## src/sv/mmce_pkg.sv

```systemverilog
`timescale 1ns / 1ps
package mmce_pkg;
    localparam int unsigned NUM_W   = 50;  // dividend width
    localparam int unsigned DEN_W   = 33;  // divisor width (2 * span)
    localparam int unsigned Q_W     = 16;  // widest code
    localparam int unsigned DIV_LAT = 16;  // one quotient bit per stage
    localparam int unsigned PRE_LAT = 2;
    localparam int unsigned LANES   = 5;

    localparam logic [0:0] OP_MOTION = 1'b0;
    localparam logic [0:0] OP_ENABLE = 1'b1;

    localparam logic [63:0] ENABLE_FRAME = 64'hFFFF_FFFF_FFFF_FFFC;

    localparam logic [2:0] REG_POSITION  = 3'd0;
    localparam logic [2:0] REG_VELOCITY  = 3'd1;
    localparam logic [2:0] REG_STIFFNESS = 3'd2;
    localparam logic [2:0] REG_DAMPING   = 3'd3;
    localparam logic [2:0] REG_TORQUE    = 3'd4;

    localparam logic [30:0] POSITION_RST  = 31'd819200;
    localparam logic [30:0] VELOCITY_RST  = 31'd1966080;
    localparam logic [30:0] STIFFNESS_RST = 31'd32768000;
    localparam logic [30:0] DAMPING_RST   = 31'd327680;
    localparam logic [30:0] TORQUE_RST    = 31'd655360;

    // sym: range is +/- limit, else 0..limit; wide: 16-bit code, else 12-bit
    typedef struct packed {
        logic sym;
        logic wide;
    } lane_mode_t;

    typedef struct packed {
        logic        op;
        logic [1:0]  bus;
        logic [10:0] can_id;
    } frame_meta_t;
endpackage

```

## src/sv/mmce_div.sv

```systemverilog
`timescale 1ns / 1ps
// Restoring divider, one quotient bit per registered stage, MSB first.
module mmce_div (
    input  logic                          clk,
    input  logic [mmce_pkg::NUM_W-1:0]    num,
    input  logic [mmce_pkg::DEN_W-1:0]    den,
    input  logic                          zero,
    output logic [mmce_pkg::Q_W-1:0]      quo
);
    logic [mmce_pkg::NUM_W-1:0] rem_reg  [0:mmce_pkg::DIV_LAT];
    logic [mmce_pkg::DEN_W-1:0] den_reg  [0:mmce_pkg::DIV_LAT];
    logic [mmce_pkg::Q_W-1:0]   q_reg    [0:mmce_pkg::DIV_LAT];
    logic                       zero_reg [0:mmce_pkg::DIV_LAT];

    always_comb
    begin
        rem_reg[0]  = num;
        den_reg[0]  = den;
        q_reg[0]    = '0;
        zero_reg[0] = zero;
    end

    for (genvar s = 0; s < mmce_pkg::DIV_LAT; s++)
    begin : g_step
        localparam int unsigned BIT = mmce_pkg::DIV_LAT - 1 - s;
        logic [mmce_pkg::NUM_W-1:0] dsh;
        logic                       ge;

        assign dsh = mmce_pkg::NUM_W'(den_reg[s]) << BIT;
        assign ge  = (rem_reg[s] >= dsh);

        always_ff @(posedge clk)
        begin
            rem_reg[s+1]  <= ge ? rem_reg[s] - dsh : rem_reg[s];
            den_reg[s+1]  <= den_reg[s];
            zero_reg[s+1] <= zero_reg[s];
            q_reg[s+1]    <= q_reg[s] | (ge ? (mmce_pkg::Q_W'(1) << BIT) : '0);
        end
    end

    assign quo = zero_reg[mmce_pkg::DIV_LAT] ? '0 : q_reg[mmce_pkg::DIV_LAT];
endmodule

```

## config.mk

```make
export PLATFORM = sky130hd
export DESIGN_NAME = mmce_div
export DESIGN_NICKNAME = d
export VERILOG_FILES = /design/src/sv/mmce_pkg.sv /design/src/sv/mmce_div.sv
export SDC_FILE = /design/constraint.sdc
export NUM_CORES = 2
export LEC_CHECK = 0
export BUFFER_PORTS_ARGS = -buffer_cell sky130_fd_sc_hd__buf_2
export CAP_MARGIN = 20
export CORE_AREA = 2 2 358 360
export DETAILED_ROUTE_END_ITERATION = 16
export DIE_AREA = 0 0 360 362
export PLACE_DENSITY = 0.7
export REMOVE_ABC_BUFFERS = 1
export SYNTH_ARGS = -nofsm -noshare
export SYNTH_HDL_FRONTEND = slang
export SYNTH_SLANG_ARGS = --single-unit
```

## constraint.sdc

```tcl
create_clock -name clk -period 3.6 [get_ports clk]
set_clock_uncertainty 0.05 [all_clocks]
set_input_delay 0.18 -clock clk [delete_from_list [all_inputs] [get_ports clk]]
set_output_delay 0.18 -clock clk [all_outputs]
set_load 0.1 [all_outputs]
```

==> run summary <==
The flow ran to the end, but the final reports show violations. The final reports fail on setup timing. Setup repair after global routing could not meet its margin everywhere. The main flop type after synthesis is sky130_fd_sc_hd__dfxtp_1. The effective utilization at floorplan came out at 51.6%.

The final setup slack of the worst path is -0.0608 ns. The repair_antennas step left the layout with diodes totalling 0. The max capacitance violation total is 0.

Compared with the post-synthesis result, the final layout area differs by 20.6%. The remaining routing DRC violations is 0. The share of the yosys chip area belonging to registers is 42.8%. The number of nets at the end of the flow came out at 8622. The async set or reset register ratio after synthesis is 0%. The static leakage came out at roughly 36 nW.

The width of the chip came out at 360 um. The routed length per placed instance is 16.8 um. Once layout is complete, the utilization of the core stands at 62.2%. STA classifies the critical path startpoint as a flop.

The transition at the pin with the smallest max-transition slack came out at around 0.8 ns. The number of hold violations in the final report came out at 0. The pin count of the biggest net entering global routing is 51. The routed wire length came out at 164000 um. The number of flip-flops under the largest register name is between 700 and 800. The leftover overflow at the end of global routing is 0. In this run, CTS created clock tree buffers numbering 147. The type of the setup path with the least slack is flop to flop. The count of input and output buffers came out at 100. The number of warning messages in the yosys log is 0. STA classifies the critical path endpoint as a flop. The required time reported for the critical path endpoint came out at roughly 4.2 ns. The maximum count of clock buffers along a single path is 3. Leaving out fill and tap cells, the most frequent cell in the layout is sky130_fd_sc_hd__dfxtp_1.

The number of top-level pins came out at approximately 100. Summing every instance area after synthesis gives 65400 sq um. The library cells used most frequently in the layout, excluding fill and tap cells, are 1390 x sky130_fd_sc_hd__dfxtp_1, 660 x sky130_fd_sc_hd__inv_1, 623 x sky130_fd_sc_hd__a21oi_1. The number of distinct library cells after synthesis came out at 105. The HPWL reported at the end of detailed placement is 125000 um. The cell sitting at the root of the clock tree is a sky130_fd_sc_hd__clkbuf_16. The via count of the routed design came out at 52800. The vertical die dimension came out at 362 um.

The area inside the core boundary came out at 127000 sq um. The total clock sinks is 1397. At the later pin of the worst-skew pair, clock insertion delay measures 0.78 ns. After floorplanning, the core was divided into 131 placement rows. The worst path in the final design needs a cycle of ~3.7 ns, including I/O delays and setup. The path class of the tightest hold or removal check is input pin to flop.

The pre-CTS setup slack came out at -0.270 ns. In the routed layout, each cell is associated on average with a via count of 5.40. The max-slew violation total from the final report came out at 0. The initial antenna violation count is 0.

The wire length of the first global-routing pass came out at about 260000 um. The worst path arrival time is 4.27 ns. The number of flops mapped to enable cells by yosys came out at 0. Setup violations remaining at the end of the flow were counted as 20. The first-pass iteration count of the detailed router is 5. The first routing iteration left roughly 3000 violations. The TritonCTS clock tree is built. The total power came out at 73.1 mW. VDD sags by at most 0.573 mV. Averaged over all synthesized cells, the footprint is 8.96 sq um.

The number of storage elements in the synthesis netlist is 1397. The worst hold margin is 0.0583 ns. The timing-limited maximum frequency is 0.273 GHz. The relative slew slack is 45.9%.

Summed over all failing endpoints, the final setup total negative slack is -0.626 ns. The final clock period utilization by the worst path is 102%. The post-route netlist has between 10% and 20% of its cells at a drive strength greater than 1. Of all nets on the critical path, the largest fanout is 7. At the end of routability-driven placement, the weighted congestion stood at 0.979.

The count of mapped cells out of synthesis came out at 7298. After clock tree synthesis, the clock-pin slew on the worst setup and hold paths is approximately 0.06 ns. The die covers 130000 sq um. Once detail routing completed, the nets flagged for antenna violations numbered 0. The H-tree was split into 4 levels. The power density over the cells is 927 nW/um^2. The number of global-route vias before repair came out at 53300. The overall routing resource usage came out at between 20 and 25%.
## power breakdown
group / switching [mW] / internal (mW)
sequential: 2.81 / 20.0
combinational: 18.6 / 16.2
clock: 6.21 / 9.31
total: 27.6 / 45.5
## through the flow
stage	cells	instance area, sq um
final	9773	78900
after global routing	9773	78900
after CTS	9734	77600
after detailed placement	9312	70800
after global placement	9312	70800
after floorplan	7086	64500
## path summary, 6_finish.rpt
path / startpoint / endpoint / slack (ns) / depth (start not counted)
setup / recovery: den_reg[429]$_DFF_P_ / rem_reg[640]$_DFF_P_ / -0.06 / 14
setup reg to reg: den_reg[429]$_DFF_P_ / rem_reg[640]$_DFF_P_ / -0.06 / 14
hold reg to reg: q_reg[78]$_DFF_P_ / q_reg[62]$_DFF_P_ / 0.27 / 0
hold / removal: zero / zero_reg[15]$_DFF_P_ / 0.06 / 2
## worst max-delay path, stage by stage, from the launching register on
cell                        delay (ns)
sky130_fd_sc_hd__dfxtp_1          0.38
sky130_fd_sc_hd__ha_4             0.16
sky130_fd_sc_hd__inv_2            0.04
sky130_fd_sc_hd__fa_2             0.33
sky130_fd_sc_hd__a21o_1           0.19
sky130_fd_sc_hd__nand3_2          0.10
sky130_fd_sc_hd__a31oi_4          0.10
sky130_fd_sc_hd__o41a_1           0.45
sky130_fd_sc_hd__a221oi_2         0.38
sky130_fd_sc_hd__o21ai_2          0.13
sky130_fd_sc_hd__a221o_1          0.34
sky130_fd_sc_hd__a21oi_2          0.22
sky130_fd_sc_hd__o21ai_4          0.15
sky130_fd_sc_hd__clkbuf_16        0.22
sky130_fd_sc_hd__mux2_4           0.30
## metal layers
metal  vias up  share of wire [%]  track usage [%]
met5         -                  0                0
met2      1345                 53             47.3
met3       573                3.1             2.93
met4         0                7.8             17.7
li1      26700                  -                -
met1     24200                 36             22.9
## synthesized netlist by cell type (29+ instances only)
cell | instances | area [sq um]
sky130_fd_sc_hd__xnor2_1 | 317 | 2780
sky130_fd_sc_hd__xor2_1 | 246 | 2150
sky130_fd_sc_hd__nor2_1 | 451 | 1690
sky130_fd_sc_hd__buf_2 | 31 | 155
sky130_fd_sc_hd__nand4_1 | 100 | 626
sky130_fd_sc_hd__nand3_1 | 124 | 621
sky130_fd_sc_hd__or3_1 | 40 | 250
sky130_fd_sc_hd__ha_1 | 528 | 6610
sky130_fd_sc_hd__clkbuf_1 | 154 | 578
sky130_fd_sc_hd__mux2_2 | 69 | 777
sky130_fd_sc_hd__o21ai_0 | 508 | 2540
sky130_fd_sc_hd__o21bai_1 | 66 | 495
sky130_fd_sc_hd__nor3_1 | 118 | 591
sky130_fd_sc_hd__dfxtp_1 | 1397 | 28000
sky130_fd_sc_hd__nor2b_1 | 102 | 638
sky130_fd_sc_hd__inv_1 | 667 | 2500
sky130_fd_sc_hd__and3_1 | 53 | 332
sky130_fd_sc_hd__a31oi_1 | 61 | 382
sky130_fd_sc_hd__a21oi_1 | 643 | 3220
sky130_fd_sc_hd__a21o_1 | 316 | 2370
sky130_fd_sc_hd__nor4_1 | 49 | 307
sky130_fd_sc_hd__nand2b_1 | 65 | 407
sky130_fd_sc_hd__a211oi_1 | 29 | 218
sky130_fd_sc_hd__o21a_1 | 71 | 533
sky130_fd_sc_hd__o31ai_1 | 33 | 248
sky130_fd_sc_hd__nand2_1 | 589 | 2210
## repair_timing
action,in CTS,in global routing
buffers inserted,1,31
resized for setup,29,198
hold buffers,155,0
hold endpoints to repair,84,0
pin swaps,9,62
setup endpoints to repair,132,349
gates cloned,0,8
## cells by family (layout without fill, tap and decap cells)
kind of cell / after synthesis / count (layout) / share of synthesized area (%)
muxes: 83 / 83 / 1.48
adders and majority gates: 543 / 543 / 10.6
buffers and inverters: 881 / 1694 / 5.18
and+or+nand+nor: 1854 / 1854 / 13.7
DFF: 1397 / 1397 / 42.8
AOI/OAI and AO/OA: 1977 / 1977 / 18.7
xor gates and xnor gates: 563 / 563 / 7.54
## area by class of cell
cell class / instances / area, sq um
clock buffer: 212 / 4300
clock inverter: 54 / 792
fill: 10400 / 47800
inverter: 669 / 2510
multi-input combinational: 5020 / 35000
sequential: 1397 / 28000
tap: 1662 / 2080
timing repair buffer: 759 / 6220
Note: power is estimated with default switching activity, not from simulation.
