<file path="src/sv/mmce_pkg.sv">
`timescale 1ns / 1ps
package mmce_pkg;
    localparam int unsigned NUM_W   = 50;  // dividend width
    localparam int unsigned DEN_W   = 33;  // divisor width (2 * span)
    localparam int unsigned Q_W     = 16;  // widest code
    localparam int unsigned DIV_LAT = 16;  // one quotient bit per stage
    localparam int unsigned PRE_LAT = 2;
    localparam int unsigned LANES   = 5;

    localparam logic [0:0] OP_MOTION = 1'b0;
    localparam logic [0:0] OP_ENABLE = 1'b1;

    localparam logic [63:0] ENABLE_FRAME = 64'hFFFF_FFFF_FFFF_FFFC;

    localparam logic [2:0] REG_POSITION  = 3'd0;
    localparam logic [2:0] REG_VELOCITY  = 3'd1;
    localparam logic [2:0] REG_STIFFNESS = 3'd2;
    localparam logic [2:0] REG_DAMPING   = 3'd3;
    localparam logic [2:0] REG_TORQUE    = 3'd4;

    localparam logic [30:0] POSITION_RST  = 31'd819200;
    localparam logic [30:0] VELOCITY_RST  = 31'd1966080;
    localparam logic [30:0] STIFFNESS_RST = 31'd32768000;
    localparam logic [30:0] DAMPING_RST   = 31'd327680;
    localparam logic [30:0] TORQUE_RST    = 31'd655360;

    // sym: range is +/- limit, else 0..limit; wide: 16-bit code, else 12-bit
    typedef struct packed {
        logic sym;
        logic wide;
    } lane_mode_t;

    typedef struct packed {
        logic        op;
        logic [1:0]  bus;
        logic [10:0] can_id;
    } frame_meta_t;
endpackage

</file>
<file path="src/sv/mmce_prep.sv">
`timescale 1ns / 1ps
// Clamp, then build dividend (off*(2^n-1)*2 + span) and divisor (2*span).
module mmce_prep (
    input  logic                              clk,
    input  mmce_pkg::lane_mode_t              mode,
    input  logic signed [31:0]                x,
    input  logic [30:0]                       limit,
    output logic [mmce_pkg::NUM_W-1:0]        num,
    output logic [mmce_pkg::DEN_W-1:0]        den,
    output logic                              zero
);
    logic signed [33:0] xs;
    logic signed [33:0] ls;
    logic [31:0]        off_next;
    logic [31:0]        span_next;
    logic [31:0]        off_reg;
    logic [31:0]        span_reg;
    logic               zero1_reg;
    logic               wide_reg;
    logic [49:0]        prod;
    logic [mmce_pkg::NUM_W-1:0] num_reg;
    logic [mmce_pkg::DEN_W-1:0] den_reg;
    logic               zero2_reg;

    always_comb
    begin
        xs = 34'(x);
        ls = $signed({3'b000, limit});
        if (mode.sym)
        begin
            span_next = {limit, 1'b0};
            if (xs < -ls)
                off_next = '0;
            else if (xs > ls)
                off_next = {limit, 1'b0};
            else
                off_next = 32'(xs + ls);
        end
        else
        begin
            span_next = {1'b0, limit};
            if (xs < 34'sd0)
                off_next = '0;
            else if (xs > ls)
                off_next = {1'b0, limit};
            else
                off_next = 32'(xs);
        end
    end

    always_ff @(posedge clk)
    begin
        off_reg   <= off_next;
        span_reg  <= span_next;
        zero1_reg <= (limit == '0);
        wide_reg  <= mode.wide;
    end

    always_comb
    begin
        if (wide_reg)
            prod = ({18'd0, off_reg} << 16) - {18'd0, off_reg};
        else
            prod = ({18'd0, off_reg} << 12) - {18'd0, off_reg};
    end

    always_ff @(posedge clk)
    begin
        num_reg   <= {prod[48:0], 1'b0} + {18'd0, span_reg};
        den_reg   <= {span_reg, 1'b0};
        zero2_reg <= zero1_reg;
    end

    assign num  = num_reg;
    assign den  = den_reg;
    assign zero = zero2_reg;
endmodule

</file>
<file path="config.mk">
export PLATFORM = sky130hd
export DESIGN_NAME = mmce_prep
export DESIGN_NICKNAME = d
export VERILOG_FILES = /design/src/sv/mmce_pkg.sv /design/src/sv/mmce_prep.sv
export SDC_FILE = /design/constraint.sdc
export NUM_CORES = 1
export LEC_CHECK = 0
export ABC_AREA = 0
export BUFFER_PORTS_ARGS = -buffer_cell sky130_fd_sc_hd__buf_2
export CAP_MARGIN = 30
export CORE_MARGIN = 3
export CORE_UTILIZATION = 35
export CTS_CLUSTER_SIZE = 24
export DETAILED_ROUTE_END_ITERATION = 10
export PLACE_DENSITY = 0.56
export SLEW_MARGIN = 20
export SYNTH_ARGS = -nofsm -noshare
export SYNTH_HDL_FRONTEND = slang
export SYNTH_SLANG_ARGS = --single-unit
</file>
<file path="constraint.sdc">
create_clock -name clk -period 10.78 [get_ports clk]
set_clock_uncertainty 0.05 [all_clocks]
set_input_delay 0.539 -clock clk [delete_from_list [all_inputs] [get_ports clk]]
set_output_delay 0.539 -clock clk [all_outputs]
set_load 0.03 [all_outputs]
</file>
==> results of run 1 <==
-- cells in the mapped netlist (20+ instances only) --
master / number
sky130_fd_sc_hd__nor4_1: 21
sky130_fd_sc_hd__a21oi_1: 146
sky130_fd_sc_hd__o21ai_0: 112
sky130_fd_sc_hd__nand3_1: 43
sky130_fd_sc_hd__clkbuf_1: 52
sky130_fd_sc_hd__ha_1: 166
sky130_fd_sc_hd__o21a_1: 20
sky130_fd_sc_hd__xnor2_1: 115
sky130_fd_sc_hd__dfxtp_1: 148
sky130_fd_sc_hd__nor2_1: 127
sky130_fd_sc_hd__a31oi_1: 21
sky130_fd_sc_hd__nor3_1: 40
sky130_fd_sc_hd__inv_1: 100
sky130_fd_sc_hd__nand2_1: 138
sky130_fd_sc_hd__a21o_1: 54
sky130_fd_sc_hd__o22ai_1: 35
sky130_fd_sc_hd__mux2i_1: 33
sky130_fd_sc_hd__xor2_1: 39
sky130_fd_sc_hd__nand4_1: 39
-- where the power goes --
| group | switching (mW) | internal [mW] | leakage (nW) |
|---|---|---|---|
| Clock | 0.247 | 0.356 | 0.284 |
| Combinational | 1.04 | 0.593 | 5.08 |
| Sequential | 0.0723 | 0.667 | 1.24 |
| Total | 1.36 | 1.62 | 6.61 |
-- worst max-delay path: stages (launching register included) --
cell and delay, ps:
sky130_fd_sc_hd__dfxtp_1 650, sky130_fd_sc_hd__inv_1 220, sky130_fd_sc_hd__ha_1 480, sky130_fd_sc_hd__nand4_1 200, sky130_fd_sc_hd__or4_1 530, sky130_fd_sc_hd__o21a_1 210
sky130_fd_sc_hd__a31oi_1 500, sky130_fd_sc_hd__xnor2_1 170, sky130_fd_sc_hd__o21ai_0 110, sky130_fd_sc_hd__ha_1 470, sky130_fd_sc_hd__nand4_1 150, sky130_fd_sc_hd__or4_1 550
sky130_fd_sc_hd__o22ai_1 210, sky130_fd_sc_hd__a2bb2oi_1 250, sky130_fd_sc_hd__inv_1 160, sky130_fd_sc_hd__nor4_4 480, sky130_fd_sc_hd__nand3_1 170, sky130_fd_sc_hd__xor2_1 170
-- routing by layer --
| metal | share of wire (%) | global-route usage (%) |
|---|---|---|
| met1 | 46 | 30.1 |
| met2 | 43 | 33.5 |
| met3 | 7.9 | 4.04 |
| met4 | 2.5 | 7.10 |
| met5 | 0 | 0 |
-- logic make-up after synthesis --
group	count (synthesis)	synth area share (%)
and+or+nand+nor	529	19.8
buffers and inverters	170	5.22
xor gates and xnor gates	154	10.1
adders and majority gates	168	15.8
DFF	148	22.1
other	1	0.0280
muxes	35	2.64
AOI/OAI and AO/OA	512	24.2
-- final cells by class --
type | count | area (um^2)
flip-flops and latches | 148 | 2960
multi-input cells | 1399 | 9730
clock inverters | 12 | 144
clock buffers | 19 | 453
inverters | 100 | 375
repair buffers | 156 | 801
fillers | 3929 | 22000
diodes | 1 | 2.50
well taps | 504 | 631
-- worst max path at each step --
stage	start	endpoint	cells past startpoint
after global placement	off_reg[16]	num[47]	17
after CTS	off_reg[16]	num[47]	17
after floorplan	off_reg[16]	num[47]	20
final	off_reg[16]	num[49]	17
after detailed placement	off_reg[16]	num[49]	17
after global routing	off_reg[0]	num[49]	20
==> metrics.log, run 1 <==
[metrics] PortBufs: 148
[metrics] count of cells resized by post-cts repair: 0
[metrics] placed cell count: 2,307
[metrics] worst-case setup slack after placement: 5020 ps
[metrics] launch point of the worst reg-to-reg path: off_reg[16]
[metrics] CTS tree: done
[metrics] largest net degree at the start of global routing: 67
[metrics] total overflow reported by the global router: 0
[metrics] Synth area leader: sky130_fd_sc_hd__dfxtp_1
[metrics] ANT nets after route: 0
[metrics] placeable core area: 37,100 um^2
[metrics] final period utilization: 54.4%
[metrics] critical path capture point type: flip-flop
[metrics] final worst hold slack: 155 ps
[metrics] worst setup margin: 4910 ps
[metrics] buffer depth of the longest clock path: 2
[metrics] fraction of layout cells with a size suffix above 1: 12.3%
[metrics] count of placed standard cells in the final layout, fillers left out: 2,339
[metrics] vias after detailed routing: 13.2k
[metrics] endpoint arrival time on the critical path: 6140 ps
[metrics] Largest register FFs: 50
[metrics] setup slack of the worst register-to-register path: 4910 ps
[metrics] half-perimeter wire length of the detailed placement result: 36,800 um
[metrics] setup violators final: 0
[metrics] CTS H-tree depth: 4
[metrics] yosys synthesis warning count: 0
[metrics] initial antenna violation count: 1
[metrics] portion of synthesized cell area occupied by the leading cell type: 22.1%
[metrics] final core utilization: 40.7%
[metrics] number of placement rows: 70
[metrics] Die Ht: 202 um
[metrics] share of synthesized area occupied by flip-flops and latches: 22.1%
[metrics] root buffer cell: sky130_fd_sc_hd__clkbuf_16
[metrics] Endpoint, Worst Hold: wide_reg
[metrics] clock slew at the register clock pins of the worst setup and hold paths: 60 ps
[metrics] library cells used by synthesis: 79
[metrics] Hold Vio Cnt, Final: 0
[metrics] worst hold path type: primary input to flip-flop
[metrics] GRT Util Overall: 21.6%
[metrics] Chip Width: 202 um
[metrics] commonest non-fill, non-tap cells in the layout: sky130_fd_sc_hd__ha_1, sky130_fd_sc_hd__buf_2, sky130_fd_sc_hd__dfxtp_1, sky130_fd_sc_hd__a21oi_1, sky130_fd_sc_hd__nand2_1
[metrics] setup total negative slack: 0 ps
[metrics] Max Cap Violations: 0
[metrics] number of flip-flops and latches in the synthesized netlist: 148
[metrics] net count of the finished layout: 2,056
[metrics] number of nets in the synthesized netlist: 1,951
[metrics] PnR Total Power: 2.97 mW
[metrics] leakage: 6.61 nW
[metrics] number of buffers created by CTS: 17
[metrics] maximum fanout along the worst path: 12
[metrics] max-slew violations: 0
[metrics] pwr dens: 197 nW/um^2
[metrics] number of enable-type register cells in the synthesized netlist: 0
[metrics] floorplan die area: 40,600 um^2
[metrics] Detailed Route WL: 45,700 um
[metrics] starting density of the core: 36.0%
[metrics] commonest non-fill, non-tap cell in the layout: sky130_fd_sc_hd__ha_1
[metrics] setup repair after global routing missed its margin: no
[metrics] IO Pins: 150
[metrics] remaining max-slew budget at the tightest pin: 29.4%
[metrics] most used flip-flop cell after synthesis: sky130_fd_sc_hd__dfxtp_1
[metrics] cell area after technology mapping: 13,400 um^2
[metrics] Avg Synthesized Cell Area: 7.79 um^2
[metrics] maximum frequency from static timing analysis: 0.170 GHz
[metrics] worst hold path cell count: 1
[metrics] total of hold buffers inserted after clock tree synthesis: 0
[metrics] Area contributors post-synth: sky130_fd_sc_hd__dfxtp_1, sky130_fd_sc_hd__ha_1, sky130_fd_sc_hd__xnor2_1
[metrics] slew of the pin with the lowest slew margin: 1060 ps
[metrics] run status: complete, no violations
[metrics] number of instances in the synthesized netlist: 1,717
[metrics] post-CTS repair timing setup buffer count: 0
[metrics] Clock Sinks: 148
[metrics] DRC errors left: 0
[metrics] router iterations before antenna repair: 7
[metrics] minimum period implied by the final worst setup slack: 5870 ps
[metrics] synthesis-to-layout area growth: 12.9%
[metrics] cell area reported after detailed placement: 14,500 um^2
[metrics] final routed wire length divided by cell count: 19.5 um
[metrics] share of flip-flops with an asynchronous set or reset: 0%
[metrics] global-route wire length before repair: 70,100 um
[metrics] capture instance of the worst register-to-register path: num[49]
[metrics] required time worst endpoint: 11,050 ps
[metrics] violation count after the first detailed-routing iteration: 1,228
[metrics] number of global-route vias before repair: 12.5k
[metrics] routability congestion estimate: 0.972
[metrics] routed vias/inst: 5.65
[metrics] finished layout cell area: 15,100 um^2
[metrics] Worst Min Path Start: mode[0]
[metrics] Clock Latency Late Sink: 440 ps
[metrics] category of the critical setup timing path: flip-flop to flip-flop
[metrics] maximum VDD drop: 0.000135 V
[metrics] launching element type of the critical path: flip-flop
[metrics] Worst Reg2Reg Path Length in Cells: 17
(Power assumes the default switching activity.)
==> inputs of run 2 (changes only) <==
- PLACE_DENSITY: 0.56 -> 0.58
- clock period: 10.78 -> 5.12 ns (I/O delays scaled with it)
==> metrics.log, run 2 (synthesized netlist as in run 1, its figures left out) <==
[metrics] critical path capture point type: flip-flop (unchanged)
[metrics] area of the multi-input gates: 9800 um^2 (was 9730 um^2)
[metrics] routability congestion estimate: 0.961 (was 0.972)
[metrics] category of the critical setup timing path: flip-flop to flip-flop (unchanged)
[metrics] pwr dens: 408 nW/um^2 (was 197 nW/um^2)
[metrics] Endpoint, Worst Hold: off_reg[24] (was wide_reg)
[metrics] number of placement rows: 70 (unchanged)
[metrics] setup violators final: 0 (unchanged)
[metrics] total overflow reported by the global router: 0 (unchanged)
[metrics] GRT Util Overall: 22.9% (was 21.6%)
[metrics] commonest non-fill, non-tap cells in the layout: sky130_fd_sc_hd__ha_1, sky130_fd_sc_hd__buf_2, sky130_fd_sc_hd__dfxtp_1, sky130_fd_sc_hd__buf_4, sky130_fd_sc_hd__a21oi_1 (was sky130_fd_sc_hd__ha_1, sky130_fd_sc_hd__buf_2, sky130_fd_sc_hd__dfxtp_1, sky130_fd_sc_hd__a21oi_1, sky130_fd_sc_hd__nand2_1)
[metrics] maximum fanout along the worst path: 4 (was 12)
[metrics] launch point of the worst reg-to-reg path: off_reg[1] (was off_reg[16])
[metrics] clock slew at the register clock pins of the worst setup and hold paths: 70 ps (was 60 ps)
[metrics] slew of the pin with the lowest slew margin: 928 ps (was 1060 ps)
[metrics] endpoint arrival time on the critical path: 5130 ps (was 6140 ps)
[metrics] required time worst endpoint: 5440 ps (was 11,050 ps)
[metrics] setup slack of the worst register-to-register path: 300 ps (was 4910 ps)
[metrics] minimum period implied by the final worst setup slack: 4820 ps (was 5870 ps)
[metrics] IO Pins: 150 (unchanged)
[metrics] ANT nets after route: 0 (unchanged)
[metrics] cell chain of the critical path: buf_4 -> or4_4 -> nor3_4 -> buf_4 -> a41oi_1 -> buf_4 -> xnor2_1 -> nor2_1 -> a21oi_1 -> ha_1 -> a21o_1 -> a21o_1 -> a21o_1 -> a2111oi_1 -> o2bb2ai_1 -> buf_4 -> nor2_1 -> or2_2 -> a221oi_1 -> xnor2_1 (was inv_1 -> ha_1 -> nand4_1 -> or4_1 -> o21a_1 -> a31oi_1 -> xnor2_1 -> o21ai_0 -> ha_1 -> nand4_1 -> or4_1 -> o22ai_1 -> a2bb2oi_1 -> inv_1 -> nor4_4 -> nand3_1 -> xor2_1)
[metrics] starting density of the core: 36.0% (unchanged)
[metrics] launching element type of the critical path: flip-flop (unchanged)
[metrics] setup total negative slack: 0 ps (unchanged)
[metrics] router iterations before antenna repair: 6 (was 7)
[metrics] violation count after the first detailed-routing iteration: 1,141 (was 1,228)
[metrics] global-route wire length before repair: 74,100 um (was 70,100 um)
[metrics] Most common cell on crit path: sky130_fd_sc_hd__buf_4
[metrics] max-slew violations: 0 (unchanged)
[metrics] commonest non-fill, non-tap cell in the layout: sky130_fd_sc_hd__ha_1 (unchanged)
[metrics] floorplan die area: 40,600 um^2 (unchanged)
[metrics] buffer depth of the longest clock path: 2 (unchanged)
[metrics] worst hold path type: primary input to flip-flop (unchanged)
[metrics] CTS tree: done (unchanged)
[metrics] delay of the slowest cell on the worst path: 510 ps (was 650 ps)
[metrics] Worst Min Path Start: x[24] (was mode[0])
[metrics] fill cell count: 3,846 (was 3,929)
[metrics] run status: complete, no violations (unchanged)
[metrics] PortBufs: 148 (unchanged)
[metrics] capture instance of the worst register-to-register path: num[27] (was num[49])
[metrics] Clock Sinks: 148 (unchanged)
[metrics] placeable core area: 37,100 um^2 (unchanged)
[metrics] leakage: 7.28 nW (was 6.61 nW)
[metrics] Worst Reg2Reg Path Length in Cells: 20 (was 17)
[metrics] largest net degree at the start of global routing: 67 (unchanged)
[metrics] PnR Total Power: 6.60 mW (was 2.97 mW)
[metrics] final period utilization: 94.1% (was 54.4%)
[metrics] maximum frequency from static timing analysis: 0.208 GHz (was 0.170 GHz)
[metrics] area occupied by registers: 2960 um^2 (unchanged)
[metrics] Chip Width: 202 um (unchanged)
[metrics] Largest register FFs: 50 (unchanged)
[metrics] fraction of layout cells with a size suffix above 1: 18.8% (was 12.3%)
[metrics] final antenna diode count: 0 (was 1)
[metrics] largest delay contributor family on the critical path: compound AO/OA/AOI/OAI gates (was simple AND/OR/NAND/NOR gates)
[metrics] routed vias/inst: 5.49 (was 5.65)
[metrics] slowest stage cell, crit path: sky130_fd_sc_hd__or4_4 (was sky130_fd_sc_hd__dfxtp_1)
[metrics] Die Ht: 202 um (unchanged)
[metrics] final routed wire length divided by cell count: 19.2 um (was 19.5 um)
[metrics] vias after detailed routing: 13.6k (was 13.2k)
[metrics] root buffer cell: sky130_fd_sc_hd__clkbuf_16 (unchanged)
[metrics] Detailed Route WL: 47,500 um (was 45,700 um)
[metrics] number of global-route vias before repair: 13.2k (was 12.5k)
[metrics] Max Cap Violations: 0 (unchanged)
[metrics] Clock Latency Late Sink: 440 ps (about the same)
[metrics] DRC errors left: 0 (unchanged)
[metrics] setup repair after global routing missed its margin: no (unchanged)
[metrics] half-perimeter wire length of the detailed placement result: 39,200 um (was 36,800 um)
[metrics] maximum VDD drop: 0.000280 V (was 0.000135 V)
[metrics] remaining max-slew budget at the tightest pin: 37.5% (was 29.4%)
[metrics] net count of the finished layout: 2,195 (was 2,056)
[metrics] worst hold path cell count: 2 (was 1)
[metrics] number of buffers created by CTS: 17 (unchanged)
[metrics] Critical path buffers and inverters: 4 (was 2)
[metrics] initial antenna violation count: 2 (was 1)
[metrics] Hold Vio Cnt, Final: 0 (unchanged)
[metrics] synthesis-to-layout area growth: 20.9% (was 12.9%)
[metrics] CTS H-tree depth: 4 (unchanged)
## run 2: worst register-to-register path, delay by kind of cell (launching register included)
| family | cells | cell delay [ps] |
|---|---|---|
| buffers and inverters | 4 | 710 |
| flip-flops | 1 | 310 |
| adder cells (fa/ha/maj) | 1 | 280 |
| XOR/XNOR | 2 | 280 |
| AND/OR/NAND/NOR | 5 | 1140 |
| AO/OA/AOI/OAI | 8 | 1980 |
## run 2: stage by stage
stage	instance area [um^2]	setup slack (ps)	util, %	instances	hold WS [ps]
floorplan	13400	118	-	1717	234
global placement	15500	59.2	41.9	2444	261
detailed placement	15500	42.4	41.9	2444	263
CTS	16100	0.0910	43.4	2477	26.6
global route	16200	23.5	43.6	2478	40.1
finish	16200	304	43.6	2478	61.6
## run 2: final cells by class
| class | instances | area share [%] |
|---|---|---|
| inverters | 100 | 2.32 |
| well taps | 504 | 3.90 |
| repair buffers | 295 | 11.5 |
| flip-flops and latches | 148 | 18.3 |
| multi-input cells | 1399 | 60.5 |
| clock buffers | 19 | 2.74 |
| clock inverters | 13 | 0.696 |
## run 2: timing repair
item / in CTS / in global routing
hold buffers: 1 / 0
setup buffers: 0 / 1
endpoints found under the setup margin: 0 / 28
endpoints found under the hold margin: 1 / 0
resized for setup: 0 / 16
## run 2: how the worst max path moves through the flow
stage | slack [ps] | endpoint | depth (start not counted) | start
global placement | 60 | num[47] | 21 | off_reg[0]
floorplan | 120 | num[47] | 20 | off_reg[16]
finish | 300 | num[27] | 20 | off_reg[1]
global route | 20 | num[27] | 20 | off_reg[1]
CTS | 0.09 | num[47] | 23 | off_reg[0]
detailed placement | 40 | num[47] | 23 | off_reg[0]
## run 2: where the power goes
part	switching [mW]	internal (mW)	leakage (nW)
Combinational	2.33	1.58	5.77
Sequential	0.0970	1.40	1.24
Clock	0.542	0.650	0.275
Total	2.97	3.64	7.28
## run 2: layer usage
layer	routed length [um]	global-route usage, %	vias up	part of all wire, %
met2	20900	35.9	488	44
met4	1190	6.93	0	2.5
met1	22400	32.7	6329	47
li1	-	-	6715	-
met5	0	0	-	0
met3	2990	3.14	64	6.3
